### src/hdl/htw_pkg.sv
// Shared types and codes for the hashed timing wheel.
package htw_pkg;

  // Fixed field widths of the item and register formats.
  localparam int DLY_W    = 31;
  localparam int IVL_W    = 20;
  localparam int SCNT_W   = 7;
  localparam int HANDLE_W = 16;
  localparam int STAT_W   = 3;
  localparam int KIND_W   = 2;
  localparam int CFG_IDX_W = 1;
  localparam int DCNT_W   = 5;

  // Operation codes carried in the kind field.
  localparam logic [KIND_W-1:0] KIND_ADD    = 2'd0;
  localparam logic [KIND_W-1:0] KIND_REMOVE = 2'd1;
  localparam logic [KIND_W-1:0] KIND_TICK   = 2'd2;

  // Result status codes.
  localparam logic [STAT_W-1:0] STATUS_ADDED     = 3'd0;
  localparam logic [STAT_W-1:0] STATUS_POOL_FULL = 3'd1;
  localparam logic [STAT_W-1:0] STATUS_REMOVED   = 3'd2;
  localparam logic [STAT_W-1:0] STATUS_NOT_FOUND = 3'd3;
  localparam logic [STAT_W-1:0] STATUS_EXPIRED   = 3'd4;

  // Configuration register indexes.
  localparam logic [CFG_IDX_W-1:0] CFG_SLOT_COUNT    = 1'b0;
  localparam logic [CFG_IDX_W-1:0] CFG_SLOT_INTERVAL = 1'b1;

  // Reset values of the configuration registers.
  localparam logic [SCNT_W-1:0] SLOT_COUNT_RST    = 7'd60;
  localparam logic [IVL_W-1:0]  SLOT_INTERVAL_RST = 20'd1000;

  typedef struct packed {
    logic [KIND_W-1:0] kind;
    logic [DLY_W-1:0]  delay_ms;
    logic [HANDLE_W-1:0] target_id;
  } htw_in_t;

  typedef struct packed {
    logic [STAT_W-1:0]   status;
    logic [HANDLE_W-1:0] timer_handle;
    logic                last;
  } htw_out_t;

  typedef enum logic [3:0] {
    ST_IDLE,
    ST_FREE,
    ST_MOD,
    ST_DIV1,
    ST_DIV2,
    ST_ADD_WR,
    ST_EMIT,
    ST_RM_RD,
    ST_RM_CHK,
    ST_TK_RD,
    ST_TK_CHK,
    ST_EX_SCAN,
    ST_EX_RD,
    ST_EX_OUT
  } htw_state_t;

endpackage

### src/hdl/hashed_timing_wheel.sv
// Hashed timing wheel: timer pool, wheel sequencer and shared divider.
//
// Usage notes: items are handled one at a time; in_ready is high only while
// the sequencer is idle, and a result waits in the output register without
// holding up the next item. All division and modulo run through one
// restoring divider that retires one quotient bit per cycle, and the timer
// pool memory is read one entry at a time, each read followed by a check.
// An add scans for the lowest free entry, then reduces the current slot
// modulo the slots in use, divides delay by interval, splits the quotient
// into rotations and slot, writes the new entry and emits its result. A
// remove reads and compares each entry in turn. A tick reduces the current
// slot, reads and checks each entry, and then for each timer that expires
// scans for the newest remaining one. A pool-full add answers once the
// whole pool has been scanned.
module hashed_timing_wheel #(
  parameter int MAX_SLOTS  = 64,
  parameter int MAX_TIMERS = 32,
  parameter int ID_BITS    = 16
) (
  input  logic                                clk,
  input  logic                                rst_n,
  input  logic                                in_valid,
  output logic                                in_ready,
  input  htw_pkg::htw_in_t                    in_item,
  output logic                                out_valid,
  input  logic                                out_ready,
  output htw_pkg::htw_out_t                   out_item,
  input  logic                                cfg_we,
  input  logic [htw_pkg::CFG_IDX_W-1:0]       cfg_index,
  input  logic [htw_pkg::IVL_W-1:0]           cfg_wdata
);

  import htw_pkg::*;

  localparam int IDX_W = (MAX_TIMERS > 1) ? $clog2(MAX_TIMERS) : 1;
  localparam int CNT_W = $clog2(MAX_TIMERS + 1);
  localparam int SLOT_W = $clog2(MAX_SLOTS);
  localparam int SUM_W = (SLOT_W + 1 > 8) ? SLOT_W + 1 : 8;
  localparam int HID_W = (ID_BITS > HANDLE_W) ? ID_BITS : HANDLE_W;

  // Sequencer and control registers.
  htw_state_t          state_r, state_nxt;
  logic [IDX_W-1:0]    idx_r, idx_nxt;
  logic [IDX_W-1:0]    free_r, free_nxt;
  logic [KIND_W-1:0]   op_r, op_nxt;
  logic [DLY_W-1:0]    delay_r, delay_nxt;
  logic [HANDLE_W-1:0] target_r, target_nxt;
  logic [SLOT_W-1:0]   cur_r, cur_nxt;
  logic [SLOT_W-1:0]   current_slot_r, current_slot_nxt;
  logic [ID_BITS-1:0]  next_ident_r, next_ident_nxt;
  logic [SCNT_W-1:0]   slot_count_r;
  logic [IVL_W-1:0]    interval_r;

  // Shared divider registers.
  logic [DLY_W-1:0]    dq_r, dq_nxt;
  logic [IVL_W-1:0]    rem_r, rem_nxt;
  logic [IVL_W-1:0]    dvs_r, dvs_nxt;
  logic [DCNT_W-1:0]   dcnt_r, dcnt_nxt;

  // Expiry bookkeeping.
  logic [MAX_TIMERS-1:0] due_r, due_nxt;
  logic [CNT_W-1:0]      due_cnt_r, due_cnt_nxt;
  logic [IDX_W-1:0]      best_r, best_nxt;
  logic [IDX_W-1:0]      best_age_r, best_age_nxt;
  logic                  best_vld_r, best_vld_nxt;

  // Pending single result of an add or remove.
  logic [STAT_W-1:0]   emit_status_r, emit_status_nxt;
  logic [HANDLE_W-1:0] emit_handle_r, emit_handle_nxt;

  // Output register.
  logic     out_valid_r, out_valid_nxt;
  htw_out_t out_item_r, out_item_nxt;
  logic     out_free;
  logic     out_load;
  htw_out_t out_load_item;

  // Per-entry flags and ages in flip-flops.
  logic [MAX_TIMERS-1:0] valid_r, valid_nxt;
  logic [IDX_W-1:0]      age_r   [MAX_TIMERS];
  logic [IDX_W-1:0]      age_nxt [MAX_TIMERS];

  // Timer pool memory.
  logic [ID_BITS-1:0] mem_ident  [MAX_TIMERS];
  logic [SLOT_W-1:0]  mem_slot   [MAX_TIMERS];
  logic [DLY_W-1:0]   mem_rounds [MAX_TIMERS];
  logic [ID_BITS-1:0] rd_ident_r;
  logic [SLOT_W-1:0]  rd_slot_r;
  logic [DLY_W-1:0]   rd_rounds_r;
  logic               mem_we;
  logic [IDX_W-1:0]   mem_waddr;
  logic [ID_BITS-1:0] mem_wident;
  logic [SLOT_W-1:0]  mem_wslot;
  logic [DLY_W-1:0]   mem_wrounds;

  // Pool update requests from the sequencer.
  logic add_en;
  logic rel_en;
  logic due_set;
  logic due_clr;

  // Effective configuration.
  logic [SCNT_W-1:0] slots_use;
  logic [IVL_W-1:0]  interval_use;

  // Values read at the scan index.
  logic             valid_at;
  logic             due_at;
  logic [IDX_W-1:0] age_at;
  logic             idx_last;

  // Divider step.
  logic [IVL_W:0]   div_shift;
  logic [IVL_W+1:0] div_diff;
  logic             div_ge;
  logic [IVL_W-1:0] rem_step;
  logic [DLY_W-1:0] dq_step;
  logic             div_last;

  // Slot arithmetic and identifiers.
  logic [SUM_W-1:0]   slot_sum;
  logic [SUM_W-1:0]   slot_wrap;
  logic [SUM_W-1:0]   cur_inc;
  logic [SUM_W-1:0]   cur_wrap;
  logic [ID_BITS-1:0] ident_inc;
  logic [ID_BITS-1:0] ident_new;
  logic [HID_W-1:0]   ident_new_ext;
  logic [HID_W-1:0]   rd_ident_ext;
  logic [HID_W-1:0]   target_ext;
  logic               id_match;
  logic               tk_hit;
  logic               tk_due;
  logic [CNT_W-1:0]   due_cnt_after;
  logic               ex_take;

  // Slot count and interval as the wheel uses them.
  assign slots_use = (slot_count_r == '0) ? SCNT_W'(1) :
                     ((32'(slot_count_r) > MAX_SLOTS) ? SCNT_W'(MAX_SLOTS) : slot_count_r);
  assign interval_use = (interval_r == '0) ? IVL_W'(1) : interval_r;

  assign valid_at = valid_r[idx_r];
  assign due_at   = due_r[idx_r];
  assign age_at   = age_r[idx_r];
  assign idx_last = (idx_r == IDX_W'(MAX_TIMERS - 1));

  // One restoring division step: shift in a dividend bit, subtract if it fits.
  assign div_shift = {rem_r, dq_r[DLY_W-1]};
  assign div_diff  = {1'b0, div_shift} - {2'b00, dvs_r};
  assign div_ge    = ~div_diff[IVL_W+1];
  assign rem_step  = div_ge ? div_diff[IVL_W-1:0] : div_shift[IVL_W-1:0];
  assign dq_step   = {dq_r[DLY_W-2:0], div_ge};
  assign div_last  = (dcnt_r == DCNT_W'(1));

  // New slot of an add and the slot that follows the current one.
  assign slot_sum  = SUM_W'(cur_r) + SUM_W'(rem_r[SLOT_W-1:0]);
  assign slot_wrap = (slot_sum >= SUM_W'(slots_use)) ? slot_sum - SUM_W'(slots_use) : slot_sum;
  assign cur_inc   = SUM_W'(cur_r) + SUM_W'(1);
  assign cur_wrap  = (cur_inc == SUM_W'(slots_use)) ? '0 : cur_inc;

  // Identifiers wrap and skip zero.
  assign ident_inc     = next_ident_r + ID_BITS'(1);
  assign ident_new     = (ident_inc == '0) ? ID_BITS'(1) : ident_inc;
  assign ident_new_ext = HID_W'(ident_new);
  assign rd_ident_ext  = HID_W'(rd_ident_r);
  assign target_ext    = HID_W'(target_r);
  assign id_match      = (rd_ident_ext == target_ext);

  // Tick visit of one entry.
  assign tk_hit        = valid_at && (rd_slot_r == cur_r);
  assign tk_due        = tk_hit && (rd_rounds_r == '0);
  assign due_cnt_after = tk_due ? due_cnt_r + CNT_W'(1) : due_cnt_r;

  // Newest due entry search, one entry per cycle.
  assign ex_take = due_at && (!best_vld_r || (age_at < best_age_r));

  assign out_free  = !out_valid_r || out_ready;
  assign in_ready  = (state_r == ST_IDLE);
  assign out_valid = out_valid_r;
  assign out_item  = out_item_r;

  // Sequencer: next state and datapath controls.
  always_comb begin
    state_nxt        = state_r;
    idx_nxt          = idx_r;
    free_nxt         = free_r;
    op_nxt           = op_r;
    delay_nxt        = delay_r;
    target_nxt       = target_r;
    cur_nxt          = cur_r;
    current_slot_nxt = current_slot_r;
    next_ident_nxt   = next_ident_r;
    dq_nxt           = dq_r;
    rem_nxt          = rem_r;
    dvs_nxt          = dvs_r;
    dcnt_nxt         = dcnt_r;
    due_cnt_nxt      = due_cnt_r;
    best_nxt         = best_r;
    best_age_nxt     = best_age_r;
    best_vld_nxt     = best_vld_r;
    emit_status_nxt  = emit_status_r;
    emit_handle_nxt  = emit_handle_r;
    out_load         = 1'b0;
    out_load_item    = out_item_r;
    mem_we           = 1'b0;
    mem_waddr        = idx_r;
    mem_wident       = rd_ident_r;
    mem_wslot        = rd_slot_r;
    mem_wrounds      = rd_rounds_r - DLY_W'(1);
    add_en           = 1'b0;
    rel_en           = 1'b0;
    due_set          = 1'b0;
    due_clr          = 1'b0;

    unique case (state_r)
      ST_IDLE: begin
        if (in_valid) begin
          op_nxt     = in_item.kind;
          delay_nxt  = in_item.delay_ms;
          target_nxt = in_item.target_id;
          idx_nxt    = '0;
          unique case (in_item.kind)
            KIND_ADD:    state_nxt = ST_FREE;
            KIND_REMOVE: state_nxt = ST_RM_RD;
            KIND_TICK: begin
              dq_nxt    = DLY_W'(current_slot_r) << (DLY_W - SLOT_W);
              rem_nxt   = '0;
              dvs_nxt   = IVL_W'(slots_use);
              dcnt_nxt  = DCNT_W'(SLOT_W);
              state_nxt = ST_MOD;
            end
            default: state_nxt = ST_IDLE;
          endcase
        end
      end

      // Lowest free pool entry.
      ST_FREE: begin
        if (!valid_at) begin
          free_nxt  = idx_r;
          dq_nxt    = DLY_W'(current_slot_r) << (DLY_W - SLOT_W);
          rem_nxt   = '0;
          dvs_nxt   = IVL_W'(slots_use);
          dcnt_nxt  = DCNT_W'(SLOT_W);
          state_nxt = ST_MOD;
        end else if (idx_last) begin
          emit_status_nxt = STATUS_POOL_FULL;
          emit_handle_nxt = '0;
          state_nxt       = ST_EMIT;
        end else begin
          idx_nxt = idx_r + IDX_W'(1);
        end
      end

      // Current slot reduced modulo the slots in use.
      ST_MOD: begin
        dq_nxt   = dq_step;
        rem_nxt  = rem_step;
        dcnt_nxt = dcnt_r - DCNT_W'(1);
        if (div_last) begin
          cur_nxt = rem_step[SLOT_W-1:0];
          if (op_r == KIND_ADD) begin
            dq_nxt    = delay_r;
            rem_nxt   = '0;
            dvs_nxt   = interval_use;
            dcnt_nxt  = DCNT_W'(DLY_W);
            state_nxt = ST_DIV1;
          end else begin
            idx_nxt     = '0;
            due_cnt_nxt = '0;
            state_nxt   = ST_TK_RD;
          end
        end
      end

      // Ticks of delay: delay / interval.
      ST_DIV1: begin
        dq_nxt   = dq_step;
        rem_nxt  = rem_step;
        dcnt_nxt = dcnt_r - DCNT_W'(1);
        if (div_last) begin
          rem_nxt   = '0;
          dvs_nxt   = IVL_W'(slots_use);
          dcnt_nxt  = DCNT_W'(DLY_W);
          state_nxt = ST_DIV2;
        end
      end

      // Rotations and slot offset: ticks / slots.
      ST_DIV2: begin
        dq_nxt   = dq_step;
        rem_nxt  = rem_step;
        dcnt_nxt = dcnt_r - DCNT_W'(1);
        if (div_last) begin
          state_nxt = ST_ADD_WR;
        end
      end

      // Store the new timer and make it the newest.
      ST_ADD_WR: begin
        mem_we          = 1'b1;
        mem_waddr       = free_r;
        mem_wident      = ident_new;
        mem_wslot       = slot_wrap[SLOT_W-1:0];
        mem_wrounds     = dq_r;
        add_en          = 1'b1;
        next_ident_nxt  = ident_new;
        emit_status_nxt = STATUS_ADDED;
        emit_handle_nxt = ident_new_ext[HANDLE_W-1:0];
        state_nxt       = ST_EMIT;
      end

      ST_EMIT: begin
        if (out_free) begin
          out_load                   = 1'b1;
          out_load_item.status       = emit_status_r;
          out_load_item.timer_handle = emit_handle_r;
          out_load_item.last         = 1'b1;
          state_nxt                  = ST_IDLE;
        end
      end

      ST_RM_RD: state_nxt = ST_RM_CHK;

      // First valid entry with the target identifier.
      ST_RM_CHK: begin
        if (valid_at && id_match) begin
          rel_en          = 1'b1;
          emit_status_nxt = STATUS_REMOVED;
          emit_handle_nxt = target_r;
          state_nxt       = ST_EMIT;
        end else if (idx_last) begin
          emit_status_nxt = STATUS_NOT_FOUND;
          emit_handle_nxt = '0;
          state_nxt       = ST_EMIT;
        end else begin
          idx_nxt   = idx_r + IDX_W'(1);
          state_nxt = ST_RM_RD;
        end
      end

      ST_TK_RD: state_nxt = ST_TK_CHK;

      // Timers in the current slot expire or lose one rotation.
      ST_TK_CHK: begin
        if (tk_due) begin
          due_set = 1'b1;
        end else if (tk_hit) begin
          mem_we = 1'b1;
        end
        due_cnt_nxt = due_cnt_after;
        if (idx_last) begin
          current_slot_nxt = cur_wrap[SLOT_W-1:0];
          idx_nxt          = '0;
          best_vld_nxt     = 1'b0;
          state_nxt        = (due_cnt_after != '0) ? ST_EX_SCAN : ST_IDLE;
        end else begin
          idx_nxt   = idx_r + IDX_W'(1);
          state_nxt = ST_TK_RD;
        end
      end

      // Find the newest due timer.
      ST_EX_SCAN: begin
        if (ex_take) begin
          best_nxt     = idx_r;
          best_age_nxt = age_at;
          best_vld_nxt = 1'b1;
        end
        if (idx_last) begin
          idx_nxt   = ex_take ? idx_r : best_r;
          state_nxt = ST_EX_RD;
        end else begin
          idx_nxt = idx_r + IDX_W'(1);
        end
      end

      ST_EX_RD: state_nxt = ST_EX_OUT;

      // Report and free the expired timer.
      ST_EX_OUT: begin
        if (out_free) begin
          out_load                   = 1'b1;
          out_load_item.status       = STATUS_EXPIRED;
          out_load_item.timer_handle = rd_ident_ext[HANDLE_W-1:0];
          out_load_item.last         = (due_cnt_r == CNT_W'(1));
          rel_en                     = 1'b1;
          due_clr                    = 1'b1;
          due_cnt_nxt                = due_cnt_r - CNT_W'(1);
          idx_nxt                    = '0;
          best_vld_nxt               = 1'b0;
          state_nxt = (due_cnt_r == CNT_W'(1)) ? ST_IDLE : ST_EX_SCAN;
        end
      end

      default: state_nxt = ST_IDLE;
    endcase
  end

  // Output register hand-off.
  always_comb begin
    out_valid_nxt = out_valid_r;
    out_item_nxt  = out_item_r;
    if (out_load) begin
      out_valid_nxt = 1'b1;
      out_item_nxt  = out_load_item;
    end else if (out_ready) begin
      out_valid_nxt = 1'b0;
    end
  end

  // Per-entry valid, due and age updates.
  always_comb begin
    valid_nxt = valid_r;
    due_nxt   = due_r;
    for (int i = 0; i < MAX_TIMERS; i++) begin
      age_nxt[i] = age_r[i];
      if (add_en) begin
        if (valid_r[i]) begin
          age_nxt[i] = age_r[i] + IDX_W'(1);
        end
        if (IDX_W'(i) == free_r) begin
          valid_nxt[i] = 1'b1;
          age_nxt[i]   = '0;
        end
      end
      if (rel_en) begin
        if (valid_r[i] && (age_r[i] > age_at)) begin
          age_nxt[i] = age_r[i] - IDX_W'(1);
        end
        if (IDX_W'(i) == idx_r) begin
          valid_nxt[i] = 1'b0;
        end
      end
      if (due_set && (IDX_W'(i) == idx_r)) begin
        due_nxt[i] = 1'b1;
      end
      if (due_clr && (IDX_W'(i) == idx_r)) begin
        due_nxt[i] = 1'b0;
      end
    end
  end

  // Control registers and configuration.
  always_ff @(posedge clk) begin
    if (!rst_n) begin
      state_r        <= ST_IDLE;
      slot_count_r   <= SLOT_COUNT_RST;
      interval_r     <= SLOT_INTERVAL_RST;
      current_slot_r <= '0;
      next_ident_r   <= '0;
      valid_r        <= '0;
      due_r          <= '0;
      due_cnt_r      <= '0;
      best_vld_r     <= 1'b0;
      out_valid_r    <= 1'b0;
    end else begin
      state_r        <= state_nxt;
      current_slot_r <= current_slot_nxt;
      next_ident_r   <= next_ident_nxt;
      valid_r        <= valid_nxt;
      due_r          <= due_nxt;
      due_cnt_r      <= due_cnt_nxt;
      best_vld_r     <= best_vld_nxt;
      out_valid_r    <= out_valid_nxt;
      if (cfg_we) begin
        unique case (cfg_index)
          CFG_SLOT_COUNT:    slot_count_r <= cfg_wdata[SCNT_W-1:0];
          CFG_SLOT_INTERVAL: interval_r   <= cfg_wdata;
          default: ;
        endcase
      end
    end
  end

  // Payload and datapath registers.
  always_ff @(posedge clk) begin
    idx_r         <= idx_nxt;
    free_r        <= free_nxt;
    op_r          <= op_nxt;
    delay_r       <= delay_nxt;
    target_r      <= target_nxt;
    cur_r         <= cur_nxt;
    dq_r          <= dq_nxt;
    rem_r         <= rem_nxt;
    dvs_r         <= dvs_nxt;
    dcnt_r        <= dcnt_nxt;
    best_r        <= best_nxt;
    best_age_r    <= best_age_nxt;
    emit_status_r <= emit_status_nxt;
    emit_handle_r <= emit_handle_nxt;
    out_item_r    <= out_item_nxt;
    for (int i = 0; i < MAX_TIMERS; i++) begin
      age_r[i] <= age_nxt[i];
    end
  end

  // Timer pool memory: one write port, one registered read port.
  always_ff @(posedge clk) begin
    if (mem_we) begin
      mem_ident[mem_waddr]  <= mem_wident;
      mem_slot[mem_waddr]   <= mem_wslot;
      mem_rounds[mem_waddr] <= mem_wrounds;
    end
    rd_ident_r  <= mem_ident[idx_r];
    rd_slot_r   <= mem_slot[idx_r];
    rd_rounds_r <= mem_rounds[idx_r];
  end

endmodule
### config.mk
export PLATFORM = sky130hd
export DESIGN_NAME = hashed_timing_wheel
export DESIGN_NICKNAME = d
export VERILOG_FILES = /design/src/hdl/htw_pkg.sv /design/src/hdl/hashed_timing_wheel.sv
export SDC_FILE = /design/constraint.sdc
export NUM_CORES = 2
export LEC_CHECK = 0
export ABC_AREA = 1
export BUFFER_PORTS_ARGS = -buffer_cell sky130_fd_sc_hd__buf_2
export CAP_MARGIN = 20
export CELL_PAD_IN_SITES_DETAIL_PLACEMENT = 1
export CELL_PAD_IN_SITES_GLOBAL_PLACEMENT = 1
export CORE_MARGIN = 1.5
export CORE_UTILIZATION = 55
export CTS_BUF_LIST = sky130_fd_sc_hd__clkbuf_4 sky130_fd_sc_hd__clkbuf_8
export DETAILED_ROUTE_END_ITERATION = 10
export HOLD_SLACK_MARGIN = 0.05
export PLACE_DENSITY_LB_ADDON = 0.12
export SLEW_MARGIN = 20
export SYNTH_ARGS = -nofsm -noshare
export SYNTH_HDL_FRONTEND = slang
export SYNTH_SLANG_ARGS = --single-unit
### constraint.sdc
create_clock -name clk -period 13.2 [get_ports clk]
set_clock_uncertainty 0.15 [all_clocks]
set_input_delay 1.32 -clock clk [delete_from_list [all_inputs] [get_ports clk]]
set_output_delay 1.32 -clock clk [all_outputs]
set_load 0.03 [all_outputs]
-- After elaboration in Yosys (flattened, before gate mapping)
Memories as Yosys holds them, arrays and structs flattened. A register that Yosys moved wholly into a read port is not among the register bits.
Index checks and enable logic that the tools add are counted.
- logic and storage cells: 846
- memory bits (writable): 1856
- register bits after elaboration: 315
- output and inout bits: 22
- input bits: 75
- memories: 4
- memories (name ; depth ; bits a word ; read ports ; clocked after memory_dff ; wr ports ; line ; RTL):
    mem_rounds ; 32 ; 31 ; 1 ; 1 ; 1 ; hashed_timing_wheel.sv:86 ; logic [DLY_W-1:0] mem_rounds [MAX_TIMERS];
    mem_ident ; 32 ; 16 ; 1 ; 1 ; 1 ; hashed_timing_wheel.sv:84 ; logic [ID_BITS-1:0] mem_ident [MAX_TIMERS];
    mem_slot ; 32 ; 6 ; 1 ; 1 ; 1 ; hashed_timing_wheel.sv:85 ; logic [SLOT_W-1:0] mem_slot [MAX_TIMERS];
    age_r ; 32 ; 5 ; 33 ; 1 ; 32 ; hashed_timing_wheel.sv:80 ; logic [IDX_W-1:0] age_r [MAX_TIMERS];
- $lt $le $gt $ge: 36
- muxes and demuxes: 395
- bitwise gates (word level): 4
- add/subtract/negate cells: 74
- reductions and logical operators: 174
- equal/unequal tests: 101
- operators with widths (kind ; number):
    two-way mux 5 bit ; 178
    two-way mux 20 bit ; 16
    two-way mux 31 bit ; 6
    adder 5 x 1 -> 5 bit, second input constant ; 33
    subtractor 5 x 1 -> 5 bit, second input constant ; 33
    equality test 5 bit, first input constant ; 32
    greater-than comparator 5 bit ; 32
    two-way mux 1 bit ; 148
    case mux 31 bit (4 select lines) ; 1
    logical AND 1 bit ; 100
    case mux 20 bit (5 select lines) ; 1
    equality test 4 x 5 -> 1 bit, first input constant ; 16
    two-way mux 16 bit ; 5
    case mux 20 bit (4 select lines) ; 1
    OR reduction 2 bit ; 34
    case mux 4 bit (14 select lines) ; 1
    two-way mux 4 bit ; 13
    case mux 16 bit (3 select lines) ; 1
    two-way mux 6 bit ; 7
    equality test 3 x 5 -> 1 bit, first input constant ; 8
    case mux 20 bit (2 select lines) ; 1
    case mux 5 bit (7 select lines) ; 1
    zero test 31 bit ; 1
    subtractor 31 x 1 -> 31 bit, second input constant ; 1
    other kinds (55) ; 114

-- Logic depth before layout (Yosys ltp)
- depth after elaboration: 9
- depth in mapped cells: 25
- depth with buffers taken out: 21

-- Least setup slack after synthesis
Ideal clock, no wire load.
- kind: register to register
- start: register idx_r[1]
- end: memory mem_ident[16][0] (enable)
- data required time: 12.455 ns
- setup time: 0.595 ns
- stages on the path, launching flop included: 12
- period minus slack after synthesis: 7.690 ns
- arrival: 6.945 ns
- buffers on the path: 4
- setup slack: 5.510 ns
- path through: edfxtp_1 inv_1 buf_2 buf_2 clkbuf_1 buf_1 nand2_1 o21ai_0 inv_1 nor2_1 nand2_1 nor4_1
- word-level cells in the longest chain between the ends: 8
- elaborated cells on any way between the ends: 10
- classes of those cells: mux (8); reduce/logical (2)
- RTL lines (element ; line ; RTL):
    start: declaration ; hashed_timing_wheel.sv:43 ; logic [IDX_W-1:0] idx_r, idx_nxt;
    start signal: assignment ; hashed_timing_wheel.sv:477 ; idx_r <= idx_nxt;
    binary-select mux 1 bit (select 5 bit) ; hashed_timing_wheel.sv:141 ; assign valid_at = valid_r[idx_r];
    two-way mux 1 bit (not written as such) ; hashed_timing_wheel.sv:141 ;
    logical AND 1 bit ; hashed_timing_wheel.sv:169 ; assign tk_hit = valid_at && (rd_slot_r == cur_r);
    two-way mux 1 bit or logical AND 1 bit (tied branches) ; hashed_timing_wheel.sv:347, hashed_timing_wheel.sv:170 ;
    two-way mux 1 bit ; hashed_timing_wheel.sv:345 ; if (tk_due) begin
    case mux 1 bit (2 select lines) ; hashed_timing_wheel.sv:214 ; unique case (state_r)
    two-way mux 1 bit ; hashed_timing_wheel.sv:499 ; if (mem_we) begin
    two-way mux 1 bit (not written as such) ; hashed_timing_wheel.sv:500 ; mem_ident[mem_waddr] <= mem_wident;
    end: declaration ; hashed_timing_wheel.sv:84 ;
Parallel ways exist; a longest one is shown, timed or not. The select of a mux whose other input is x is not followed.

-- Worst setup path after layout
- start: register idx_r[0]
- end: memory mem_rounds[23][3] (enable)
- word-level cells in the longest chain between the ends: 8
- elaborated cells on any way between the ends: 10
- classes of those cells: mux (8); reduce/logical (2)
- RTL lines (element ; line ; RTL):
    binary-select mux 1 bit (select 5 bit) ; hashed_timing_wheel.sv:141 ;
    two-way mux 1 bit (not written as such) ; hashed_timing_wheel.sv:141 ;
    logical AND 1 bit ; hashed_timing_wheel.sv:169 ;
    two-way mux 1 bit or logical AND 1 bit (tied branches) ; hashed_timing_wheel.sv:347, hashed_timing_wheel.sv:170 ;
    two-way mux 1 bit ; hashed_timing_wheel.sv:345 ;
    case mux 1 bit (2 select lines) ; hashed_timing_wheel.sv:214 ;
    two-way mux 1 bit ; hashed_timing_wheel.sv:499 ;
    two-way mux 1 bit (not written as such) ; hashed_timing_wheel.sv:502 ; mem_rounds[mem_waddr] <= mem_wrounds;
    end: declaration ; hashed_timing_wheel.sv:86 ;
Parallel ways exist; a longest one is shown, timed or not. The select of a mux whose other input is x is not followed.

==> impl_metrics.tcl <==
set metrics [dict create \
    slowest_delay_ns 0.82 \
    first_iter_violations 8456 \
    syn_nets 9456 \
    critPathLaunchType "register" \
    finalSetupViolations 0 \
    die_area_um2 182800 \
    finalCriticalPeriod_ns 5.892 \
    numCtsBuffers 379 \
    async_reset_ff_frac 0 \
    yosys.area.top_type "edfxtp_1" \
    area_growth_pct 10.97 \
    critical_path.cell_chain "buf_12 > o21ai_0 > o21ai_1 > nand2_1 > nand2_1 > nor2_1 > nor2_4 > nand2_1 > o31ai_2 > nand2_1 > nor2_4 > buf_4" \
    grt_setup_unrepaired "no" \
    post-place-ws_ns 7.298 \
    fmax_mhz 169.7 \
    ctsHoldBuffers 0 \
    post_cts_buffers 0 \
    nFillCells 18709 \
    min_path_type "in2reg" \
    cp_common_cell "nand2_1" \
    io_buffers 96 \
    h-tree-depth 5 \
    clkTransAtPathRegs_ns 0.06 \
    dp_hpwl_um 209700 \
    grt_pass1_vias 78822 \
    cts_sinks 2228 \
    drc 0 \
    synth_area_per_cell_um2 10.90 \
    fin_crit_sh 0.4463 \
    synth.distinct_cells 65 \
    initial_core_util 0.5543 \
    first_pass_iters 5 \
    antenna_found_initial 15 \
    endpoint_kind "register" \
    cp_data_required_time_ns 13.77 \
    num_vias 76309 \
    synthTopCellsByArea "edfxtp_1 57%, dfxtp_1 6.9%, o21ai_0 6.5%" \
    grt_pass1_wl_um 499300 \
    yosysSeqAreaShare 0.6404 \
    highest_layer "met5" \
    core_area_um2 178800 \
    wl_met2_um 159800 \
    ant_nets 0 \
    synth_edf_count 1885 \
    fin_nets 9604 \
    dr_wl_met3_um 29870 \
    layout_setup_ws_ns 7.308 \
    leakagePower_uw 0.03911 \
    grt_util_all_layers 0.3662 \
    drv_slew 0 \
    arrival_ns 6.46 \
    syn_inst 9096 \
    ys_ff_latch 2228 \
    max_slew_margin 0.1770 \
    gp_congestion 0.9023 \
    root_buffer "clkbuf_8" \
    post_drt_wl_per_cell_um 28.45 \
    crit_fanout 193 \
    synth_flop_cell "edfxtp_1" \
    clk_latency_ns 1.15 \
    synth_common_cells "1,885 x edfxtp_1, 1,288 x o21ai_0, 1,272 x nor2_1" \
    total_power_uw 25460 \
    netlist_area_um2 99120 \
    path_class "reg2reg" \
    routed_wl_um 338400 \
    ir_worst_vdd_mv 0.2380 \
    layout-drive-gt1-share 0.1043 \
    maxCapViolCount 0 \
    final-hold-violation-count 0 \
    worst_pin_slew_ns 1.234 \
    outcome "finished, final reports clean" \
    yosysTopAreaCellShare 0.5711 \
    crit_buf_inv 2 \
    viasPerCell 6.416 \
    critical_path.top_delay_family "simple AND/OR/NAND/NOR gates" \
    grt_start_max_net_pins 221 \
    fp.dieW_um 427.5 \
    clk_path_buf_depth 4 \
    dieHeight_um 427.5 \
    io_pins 97 \
    power.density_nw_per_um2 231.5 \
    fin_setup_tns_ns 0 \
    cp_slowest_cell "nor2_4" \
    drt-met1-wl_um 129400 \
    grt-ovfl-total 0 \
    placementRows 155 \
    synth_warnings 0 \
    cts_tree "yes" \
    yosysMostFrequentCell "edfxtp_1" \
    ctsResizeCount 0 \
    fin_util 0.6151 \
]
## worst reg2reg max path, stage by stage (launching register included)
cell	delay, ns
edfxtp_1	0.66
buf_12	0.53
o21ai_0	0.30
o21ai_1	0.20
nand2_1	0.09
nand2_1	0.07
nor2_1	0.09
nor2_4	0.38
nand2_1	0.13
o31ai_2	0.64
nand2_1	0.55
nor2_4	0.82
buf_4	0.82
## routing by layer
metal  global-route usage  up-vias
met3              0.06489      961
met5                    0        -
li1                     -    33235
met4               0.1991       12
met1               0.4740    38232
met2               0.5885     3869
## logic make-up after synthesis
group                      synth area share
and+or+nand+nor                      0.1190
xor gates and xnor gates            0.01626
AOI/OAI and AO/OA                    0.1424
adders and majority gates           0.03620
muxes                              0.004936
buffers and inverters               0.04088
DFF                                  0.6404
## where the power goes
group,switching [µW],internal (µW),leakage [µW]
clock,2860,3310,0.00391
sequential,460,9050,0.0199
combinational,7250,2530,0.0153
total,10600,14900,0.0391
## per-stage QoR
stage	area [µm²]	std cells	hold slack, ns
floorplan	99120	9096	0.2706
global placement	102500	11213	0.3163
detailed placement	102500	11214	0.3231
CTS	109800	11884	0.2191
global route	110000	11891	0.2649
finish	110000	11894	0.2644
## cells in the final DEF, fill, tap and decap left out, types with 326 or more instances in the layout
master / count
dfxtp_1: 342
o21ai_0: 1248
clkbuf_8: 403
inv_1: 560
nand2_1: 964
a21oi_1: 358
o22ai_1: 438
nand3_1: 326
edfxtp_1: 1885
nor2_1: 1232
## layout make-up
cell class | count | area [µm²] | share of cell area
Sequential cell | 2228 | 63470 | 0.5771
Multi-Input combinational cell | 5823 | 32340 | 0.2940
Clock buffer | 548 | 6635 | 0.06032
Tap cell | 2355 | 2947 | 0.02679
Inverter | 580 | 2213 | 0.02012
Timing Repair Buffer | 232 | 1694 | 0.01540
Clock inverter | 122 | 675.6 | 0.006143
Antenna cell | 6 | 15.01 | 0.0001365
## worst paths after layout
path / startpoint / endpoint / slack [ns] / cells past startpoint
worst max-delay path: idx_r[0]$_DFFE_PP_ / mem_rounds[23][3]$_DFFE_PP_ / 7.31 / 12
worst min-delay path: in_item[23] / delay_r[7]$_DFFE_PP_ / 0.26 / 1
worst max register to register: idx_r[0]$_DFFE_PP_ / mem_rounds[23][3]$_DFFE_PP_ / 7.31 / 12
worst min register to register: next_ident_r[15]$_SDFFE_PN0P_ / next_ident_r[15]$_SDFFE_PN0P_ / 0.33 / 2
## sequential cells by signal (all words and copies together) (netlist names), 20 cells and up, named ones only
signal and count:
mem_slot 192, dvs_r 20, delay_r 31, valid_r 32, rd_rounds_r 31, interval_r 20
dq_r 31, rem_r 20, due_r 32, mem_ident 512, mem_rounds 992, age_r 160
out_item 20
(Power assumes the default switching activity.)
